`config.mk`:
```
export PLATFORM = sky130hd
export DESIGN_NAME = gare_queue
export DESIGN_NICKNAME = d
export VERILOG_FILES = /design/src/sv/gare_pkg.sv /design/src/sv/gare_queue.sv
export SDC_FILE = /design/constraint.sdc
export NUM_CORES = 1
export LEC_CHECK = 0
export BUFFER_PORTS_ARGS = -buffer_cell sky130_fd_sc_hd__buf_2
export CORE_MARGIN = 5
export CORE_UTILIZATION = 45
export DETAILED_ROUTE_END_ITERATION = 12
export GPL_TIMING_DRIVEN = 0
export PLACE_DENSITY_LB_ADDON = 0.2
export REMOVE_ABC_BUFFERS = 1
export SYNTH_ARGS = -nofsm -noshare
export SYNTH_HDL_FRONTEND = slang
export SYNTH_SLANG_ARGS = --single-unit
```
`constraint.sdc`:
```
create_clock -name clk -period 5.2 [get_ports clk]
set_input_delay 0.78 -clock clk [delete_from_list [all_inputs] [get_ports clk]]
set_output_delay 0.78 -clock clk [all_outputs]
set_load 0.05 [all_outputs]
```
`src/sv/gare_pkg.sv`:
```
`timescale 1ns / 1ps
// ----------------------------------------------------------------------------
// gare_pkg
// types and constants of the grid axis reduce / expand block
// ----------------------------------------------------------------------------
package gare_pkg;

  localparam int SAMPLE_W    = 16;
  localparam int VALUE_W     = 28;
  localparam int POS_W       = 6;
  localparam int CNT_W       = 7;
  localparam int CFG_IDX_W   = 3;
  localparam int CFG_DATA_W  = 7;
  localparam int QUEUE_DEPTH = 2;
  localparam int QPTR_W      = $clog2(QUEUE_DEPTH);
  localparam int DIV_STEPS   = VALUE_W;
  localparam int DIV_CNT_W   = $clog2(DIV_STEPS);

  localparam logic [CNT_W-1:0] SIZE_RESET = 7'd64;

  typedef enum logic [CFG_IDX_W-1:0] {
    CFG_DIRECTION   = 3'd0,
    CFG_KEEP_AXIS   = 3'd1,
    CFG_REDUCE_MODE = 3'd2,
    CFG_SIZE_X      = 3'd3,
    CFG_SIZE_Y      = 3'd4
  } cfg_index_t;

  typedef enum logic [1:0] {
    MODE_SUM = 2'd0,
    MODE_AVG = 2'd1,
    MODE_MAX = 2'd2,
    MODE_MIN = 2'd3
  } mode_t;

  typedef enum logic [1:0] {
    CMD_EMIT   = 2'd0,
    CMD_DIVIDE = 2'd1,
    CMD_EXPAND = 2'd2
  } cmd_kind_t;

  typedef enum logic {
    F_IDLE = 1'b0,
    F_COL  = 1'b1
  } front_state_t;

  typedef enum logic [1:0] {
    B_IDLE = 2'd0,
    B_DIV  = 2'd1,
    B_OUT  = 2'd2,
    B_EXP  = 2'd3
  } back_state_t;

  typedef struct packed {
    logic             direction;
    logic             keep_axis;
    mode_t            reduce_mode;
    logic [CNT_W-1:0] size_x;
    logic [CNT_W-1:0] size_y;
  } cfg_t;

  // one unit of work handed from front to back
  typedef struct packed {
    cmd_kind_t                  kind;
    logic signed [VALUE_W-1:0]  value;
    logic [POS_W-1:0]           x;
    logic [POS_W-1:0]           y;
    logic [CNT_W-1:0]           count;
    logic                       axis;
  } cmd_t;

endpackage

```
`src/sv/gare_queue.sv`:
```
`timescale 1ns / 1ps
// ----------------------------------------------------------------------------
// gare_queue
// short command queue between front and back
// ----------------------------------------------------------------------------
module gare_queue import gare_pkg::*; (
  input  logic clk,
  input  logic rst,
  input  logic push,
  input  cmd_t push_cmd,
  output logic full,
  input  logic pop,
  output cmd_t head,
  output logic empty
);

  cmd_t              slots [QUEUE_DEPTH];
  logic [QPTR_W-1:0] wr_ptr;
  logic [QPTR_W-1:0] rd_ptr;
  logic [QPTR_W:0]   fill;
  logic              do_push;
  logic              do_pop;

  assign full    = (fill == (QPTR_W + 1)'(QUEUE_DEPTH));
  assign empty   = (fill == '0);
  assign do_push = push && !full;
  assign do_pop  = pop && !empty;
  assign head    = slots[rd_ptr];

  always_ff @(posedge clk) begin
    if (do_push) begin
      slots[wr_ptr] <= push_cmd;
    end
  end

  always_ff @(posedge clk) begin
    if (rst) begin
      wr_ptr <= '0;
      rd_ptr <= '0;
      fill   <= '0;
    end else begin
      if (do_push) begin
        wr_ptr <= wr_ptr + QPTR_W'(1);
      end
      if (do_pop) begin
        rd_ptr <= rd_ptr + QPTR_W'(1);
      end
      case ({do_push, do_pop})
        2'b10:   fill <= fill + (QPTR_W + 1)'(1);
        2'b01:   fill <= fill - (QPTR_W + 1)'(1);
        default: fill <= fill;
      endcase
    end
  end

endmodule

```
==> flow_summary_export.csv, run 1 <==
group,metric,value,unit
cts,postCtsSetupBuffers,0,
placement,place_inst,389,
layout,fin_util,0.570,
die,boundaryPins,106,
cts,path_clk_slew,0.09,ns
status,status,"completed",
sta,period_minus_slack,2.71,ns
cts,clock_latency,0.35,ns
logic_synthesis,syn_inst,182,
logic_synthesis,synth.most_common_cell,"edfxtp_1",
logic_synthesis,seq_area_frac_synth,0.813,
placement,port_buffers,105,
cts,holdBufCountCts,0,
critical_path,r2r_start,"fill[0]$_SDFFE_PP0P_",
sta,tightest_slew,0.620,ns
die,start_util,0.462,
die,dieArea,10400,um2
logic_synthesis,synth_top_cell_by_area,"edfxtp_1",
logic_synthesis,synth_top_area_frac,0.786,
placement,hpwl,4690,um
worst_hold_path,min_path_type,"reg2reg",
cts,root_buffer,"clkbuf_8",
layout,fin_nets,350,
route,ant_nets,0,
logic_synthesis,synth_area_leaders,"edfxtp_1 (79%), mux2_2 (15%), dfxtp_1 (2.6%)",
die,fp.dieH,102,um
critical_path,path_cells,"buf_12 > mux2_2 > buf_2",
sta,setup_viol,0,
die,core_area,8260,um2
critical_path,r2r_end,"slots[0][0]$_DFFE_PP_",
power,vdd_ir_drop_max,351,uV
critical_path,critPathMaxStageDelay,0.73,ns
cts,cts_resized,0,
logic_synthesis,async_reset_ff_frac,0,
critical_path,path_max_fanout,27,
route,drc,0,
worst_hold_path,hold-path-cell-count,2,
cts,clock-sinks,105,
worst_hold_path,hold_start,"wr_ptr$_SDFFE_PP0P_",
cts,cts_tree,"yes",
critical_path,cp_top_family,"flip-flops",
global_route,antenna_found_initial,0,
route,avgViaCountPerCell,4.90,
logic_synthesis,synth_top_cells_by_count,"edfxtp_1 (100), mux2_2 (50), buf_2 (5), dfxtp_1 (5), nor2_1 (4)",
sta,final-max-slew-violation-count,0,
sta,rsz0062_at_grt,"false",
cts,cts_max_path_buffers,2,
logic_synthesis,ys.flop_type,"edfxtp_1",
logic_synthesis,netlist_area,3820,um2
sta,final_hold_viol_count,0,
logic_synthesis,ys_warn_count,0,
layout,insertedDiodeCount,0,
sta,skew,0.0153,ns
critical_path,path_class,"reg2out",
critical_path,cp.required,4.42,ns
critical_path,timing.critical_path.arrival,1.93,ns
sta,setup_ws,2.49,ns
layout,layout-drive-gt1-share,0.590,
layout,stdcell_count,405,
cts,h-tree-depth,3,
placement,place.gp.congestion,0.689,
run,cap_violations,0,
global_route,grt_overflow,0,
worst_hold_path,holdPathEnd,"wr_ptr$_SDFFE_PP0P_",
logic_synthesis,synth_edf_count,100,
placement,place_ws,2.83,ns
route,routed_wl,6840,um
die,rows,33,
global_route,track_usage,0.134,
critical_path,critPathSlowestCell,"dfxtp_2",
sta,slew_headroom,0.587,
critical_path,reg2reg_slack,3.22,ns
route,wl_per_cell,16.9,um
critical_path,critPathLaunchType,"flip-flop",
layout,n_fill_cell,680,
logic_synthesis,avgSynthCellArea,21.0,um2
cts,cts_buffers,9,
logic_synthesis,ys_ff_latch,105,
sta,fmax,0.370,GHz
sta,fin_tns_setup,0,ns
route,dr_total_vias,1983,
logic_synthesis,synth_cell_type_count,18,
sta,min_period_over_period,0.520,
global_route,grt_pass1_wl,10300,um
power,power.total,2650,uW
route,dr.first_iter.drc_count,29,
critical_path,worstSetupEndpointType,"output pin",
global_route,grt_pass1_vias,2129,
critical_path,cp.buffers_inverters,2,
power,p_leak,0.00175,uW
global_route,grt_max_degree,34,
power,p_per_area,563,nW/um2
layout,multi_input_area,677,um2
critical_path,rr_worst_depth,5,
die,die_w,102,um
layout,seqCellArea,3100,um2
layout,syn_to_final_growth,23.2,%
route,firstDrtPassIters,4,
cell type report:
cell class              instances  share of cell area
repair buffers                108               0.125
flip-flops and latches        105               0.660
clock inverters                 6              0.0141
well taps                     105              0.0279
multi-input cells              68               0.144
clock buffers                  10              0.0271
inverters                       3             0.00239
kinds of logic after synthesis:
logic type | synth area share
adders and majority gates | 0.00328
buffers and inverters | 0.0105
and+or+nand+nor | 0.0121
DFF | 0.813
xor gates and xnor gates | 0.00688
muxes | 0.147
AOI/OAI and AO/OA | 0.00721
layer usage:
layer  wire, um  global-route usage
met3        538              0.0471
met5          0                   0
met4         30              0.0454
met1       2550               0.153
met2       3720               0.235
stage by stage:
step / instance area (um2) / hold WS [ns]
2_1_floorplan: 3790 / 0.452
3_3_place_gp: 4450 / 0.471
3_5_place_dp: 4510 / 0.502
4_1_cts: 4700 / 0.516
5_1_grt: 4700 / 0.563
6_report: 4700 / 0.515
cells in the final DEF (no fill, tap or decap):
cell type and instances:
ha_1 1, clkinvlp_4 2, and3_2 1, xor2_1 1, inv_2 2, or3_1 2, clkinv_1 1, bufinv_16 1
o21ai_0 2, clkinv_4 1, nand2b_2 1, clkbuf_8 9, inv_6 1, edfxtp_1 100, dfxtp_1 4, inv_1 1
nand2_1 1, dfxtp_2 1, clkbuf_1 1, o21a_1 1, nor2_1 4, a21oi_1 2, xnor2_1 2, mux2_2 50
buf_2 105, buf_12 3
how the worst max path moves through the flow:
stage | from | end | slack, ns | cells past startpoint
6_report | flip-flop | head[12] | 2.49 | 3
5_1_grt | flip-flop | head[12] | 2.37 | 3
4_1_cts | flip-flop | head[12] | 2.44 | 3
3_5_place_dp | flip-flop | head[12] | 2.83 | 3
3_3_place_gp | flip-flop | head[23] | 1.70 | 2
2_1_floorplan | flip-flop | head[0] | 2.51 | 1
registers in the layout, indices dropped and copies added (netlist names), named ones only:
signal  flops
slots     100
fill        2
wr_ptr      1
rd_ptr      1
worst reg2reg max path, delay by kind of cell (launching register included):
kind / cells / cell delay [ns]
buffers and inverters: 3 / 0.74
and+or+nand+nor: 2 / 0.52
DFF: 1 / 0.42
report_power, final:
part / switching (uW) / leakage, uW / total, uW / internal [uW]
sequential: 62.2 / 0.000977 / 1130 / 1070
combinational: 735 / 0.000684 / 1040 / 300
clock: 261 / 0.0000905 / 485 / 224
Power figures use the tool's default switching activity.
==> run 2: changes to the inputs <==
Settings changed: ABC_AREA from default to 1.
Clock period 5.2 ns to 2.3 ns, I/O delays scaled along.
==> run 2 against run 1 <==
  * Area after synthesis up 7.6%
  * First-iteration DRC count grew 79%
  * Clock power grew 98%
  * Worst setup slack worse by 2.4 ns
  * Utilization decreased by 1.4 points
  * Die area is 6.9% higher
  * Wire length up 0.57%
  * Critical path type unchanged
==> flow_summary_export.csv, run 2 <==
group,metric,value,unit
critical_path,path_max_fanout,28,
power,vdd_ir_drop_max,623,uV
route,wl_per_cell,16.3,um
cts,clock-sinks,105,
placement,hpwl,4700,um
cts,cts_max_path_buffers,2,
placement,place_inst,406,
global_route,grt_max_degree,29,
critical_path,worstSetupEndpointType,"output pin",
die,start_util,0.467,
die,die_w,106,um
global_route,met1_usage,0.146,
layout,insertedDiodeCount,0,
logic_synthesis,synth_cell_type_count,12,
cts,root_buffer,"clkbuf_8",
sta,fin_tns_setup,0,ns
sta,min_period_over_period,0.960,
placement,place.gp.congestion,0.751,
power,p_int,3260,uW
global_route,grt_overflow,0,
logic_synthesis,synth_top_area_frac,0.731,
critical_path,timing.critical_path.arrival,1.86,ns
layout,layout-drive-gt1-share,0.551,
logic_synthesis,synth.most_common_cell,"edfxtp_1",
power,p_leak,0.00195,uW
placement,placed_cell_area,4730,um2
global_route,grt_pass1_vias,2180,
cts,cts_tree,"yes",
die,fp.dieH,106,um
sta,rsz0062_at_grt,"false",
global_route,use_met2,0.219,
sta,period_minus_slack,2.21,ns
route,dr.first_iter.drc_count,52,
critical_path,cp.buffers_inverters,2,
die,dieArea,11100,um2
logic_synthesis,ys.flop_type,"edfxtp_1",
logic_synthesis,ys_warn_count,0,
power,p_sw,1780,uW
cts,cts_buffers,9,
logic_synthesis,synth_edf_count,100,
critical_path,critPathMaxStageDelay,0.65,ns
global_route,grt_util_met3,0.0336,
die,rows,34,
power,p_per_area,1030,nW/um2
power,seqPwrFrac,0.484,
global_route,grt_pass1_wl,10800,um
sta,tightest_slew,0.730,ns
power,pwr-share-comb,0.325,
layout,layout_common_cells,"buf_2 (105), edfxtp_1 (100), mux2_4 (50)",
cts,cts_resized,0,
layout,stdcell_count,422,
route,avgViaCountPerCell,4.78,
route,ant_nets,0,
critical_path,path_class,"reg2out",
run,cap_violations,0,
layout,regMostFlops,"slots",
route,drc,0,
layout,layout_commonest_cell,"buf_2",
route,routed_wl,6880,um
layout,largest_reg_flops,100,
critical_path,cp_top_family,"flip-flops",
layout,syn_to_final_growth,19.1,%
sta,final_hold_viol_count,0,
logic_synthesis,async_reset_ff_frac,0,
logic_synthesis,synth_top_cells_by_count,"edfxtp_1 (100), mux2_4 (50), nor2_1 (14), inv_1 (9), nand2_1 (8)",
power,switching_share,0.353,
layout,fin_area,4890,um2
global_route,track_usage,0.126,
route,firstDrtPassIters,4,
sta,setup_viol,0,
critical_path,cp.required,1.96,ns
sta,fmax,0.453,GHz
layout,fin_nets,364,
logic_synthesis,seq_area_frac_synth,0.755,
logic_synthesis,synth_area_leaders,"edfxtp_1 (73%), mux2_4 (18%), buf_12 (2.4%)",
logic_synthesis,synth_top_cell_by_area,"edfxtp_1",
critical_path,critPathLaunchType,"flip-flop",
die,boundaryPins,106,
cts,postCtsSetupBuffers,0,
logic_synthesis,syn_inst,196,
cts,clock_latency,0.35,ns
placement,port_buffers,105,
power,p_clk_frac,0.191,
cts,holdBufCountCts,0,
cts,path_clk_slew,0.09,ns
layout,top_regs,"slots: 100 flops, fill: 2 flops",
logic_synthesis,netlist_area,4110,um2
cts,h-tree-depth,3,
critical_path,critPathSlowestCell,"dfxtp_4",
global_route,antenna_found_initial,0,
route,dr_total_vias,2016,
sta,skew,0.00688,ns
sta,final-max-slew-violation-count,0,
status,status,"completed",
logic_synthesis,avgSynthCellArea,21.0,um2
logic_synthesis,ys_ff_latch,105,
worst_hold_path,min_path_type,"in2reg",
sta,slew_headroom,0.512,
die,core_area,8810,um2
critical_path,path_cells,"buf_12 > mux2_4 > buf_2",
global_route,grt-busiest-layer,"met2",
-- run 2: cell count changes after synthesis, sizes merged --
cell	change
a21oi	-1
and3	-1
buf	+1
clkbuf	-1
inv	+6
nand2	+7
nand2b	-1
nand4	+1
nor2	+10
o21a	-1
o21ai	-1
or3	-2
xnor2	-2
xor2	-1
-- run 2: cell type report --
class,count,area [um2]
Inverter,9,33.8
Sequential cell,105,3110
Fill cell,725,3910
Timing Repair Buffer,108,586
Tap cell,108,135
Clock buffer,10,128
Clock inverter,6,35.0
Multi-Input combinational cell,76,870
-- run 2: worst paths after layout --
| path | startpoint | to | slack [ns] | cells after the start |
|---|---|---|---|---|
| max | flip-flop | head[34] | 0.09 | 3 |
| min | push_cmd[44] | slots[1][44]$_DFFE_PP_ | 0.17 | 1 |
| max reg2reg | fill[0]$_SDFFE_PP0P_ | slots[0][16]$_DFFE_PP_ | 0.34 | 5 |
| min reg2reg | wr_ptr$_SDFFE_PP0P_ | wr_ptr$_SDFFE_PP0P_ | 0.54 | 2 |
-- run 2: through the flow --
stage,setup WS [ns],util,hold slack (ns),total power [uW]
5_1_grt,0.000896,0.556,0.152,5270
3_3_place_gp,-2.30,0.529,0.482,4180
4_1_cts,0.0369,0.556,0.151,5120
2_1_floorplan,-1.14,-,0.444,3820
6_report,0.0930,0.556,0.174,5050
3_5_place_dp,0.312,0.537,0.515,4160
-- run 2: cells by family after synthesis --
family / after synthesis / synth area share
AO/OA/AOI/OAI: 2 / 0.00243
adder cells (fa/ha/maj): 1 / 0.00304
buffers and inverters: 15 / 0.0353
flip-flops: 105 / 0.755
multiplexers: 50 / 0.183
AND/OR/NAND/NOR: 23 / 0.0216
-- run 2: power by group through the flow --
stage                     combinational [uW]  sequential, uW  clock [uW]
after floorplan                         1310            2510           0
after global placement                  1620            2560           0
after detailed placement                1660            2490           0
after CTS                               1670            2450        1000
after global routing                    1720            2470        1080
final                                   1640            2440         962
-- run 2: per-layer routing --
layer	vias up	routed length [um]	share of wire
li1	963	-	-
met1	982	2780	0.40
met2	62	3560	0.52
met3	9	439	0.064
met4	0	102	0.015
met5	-	0	0
-- run 2: worst register-to-register path, delay by kind of cell (launching register included) --
| family | cells | cell delay [ns] |
|---|---|---|
| buf+inv | 2 | 0.41 |
| simple gates | 3 | 0.84 |
| flops | 1 | 0.41 |
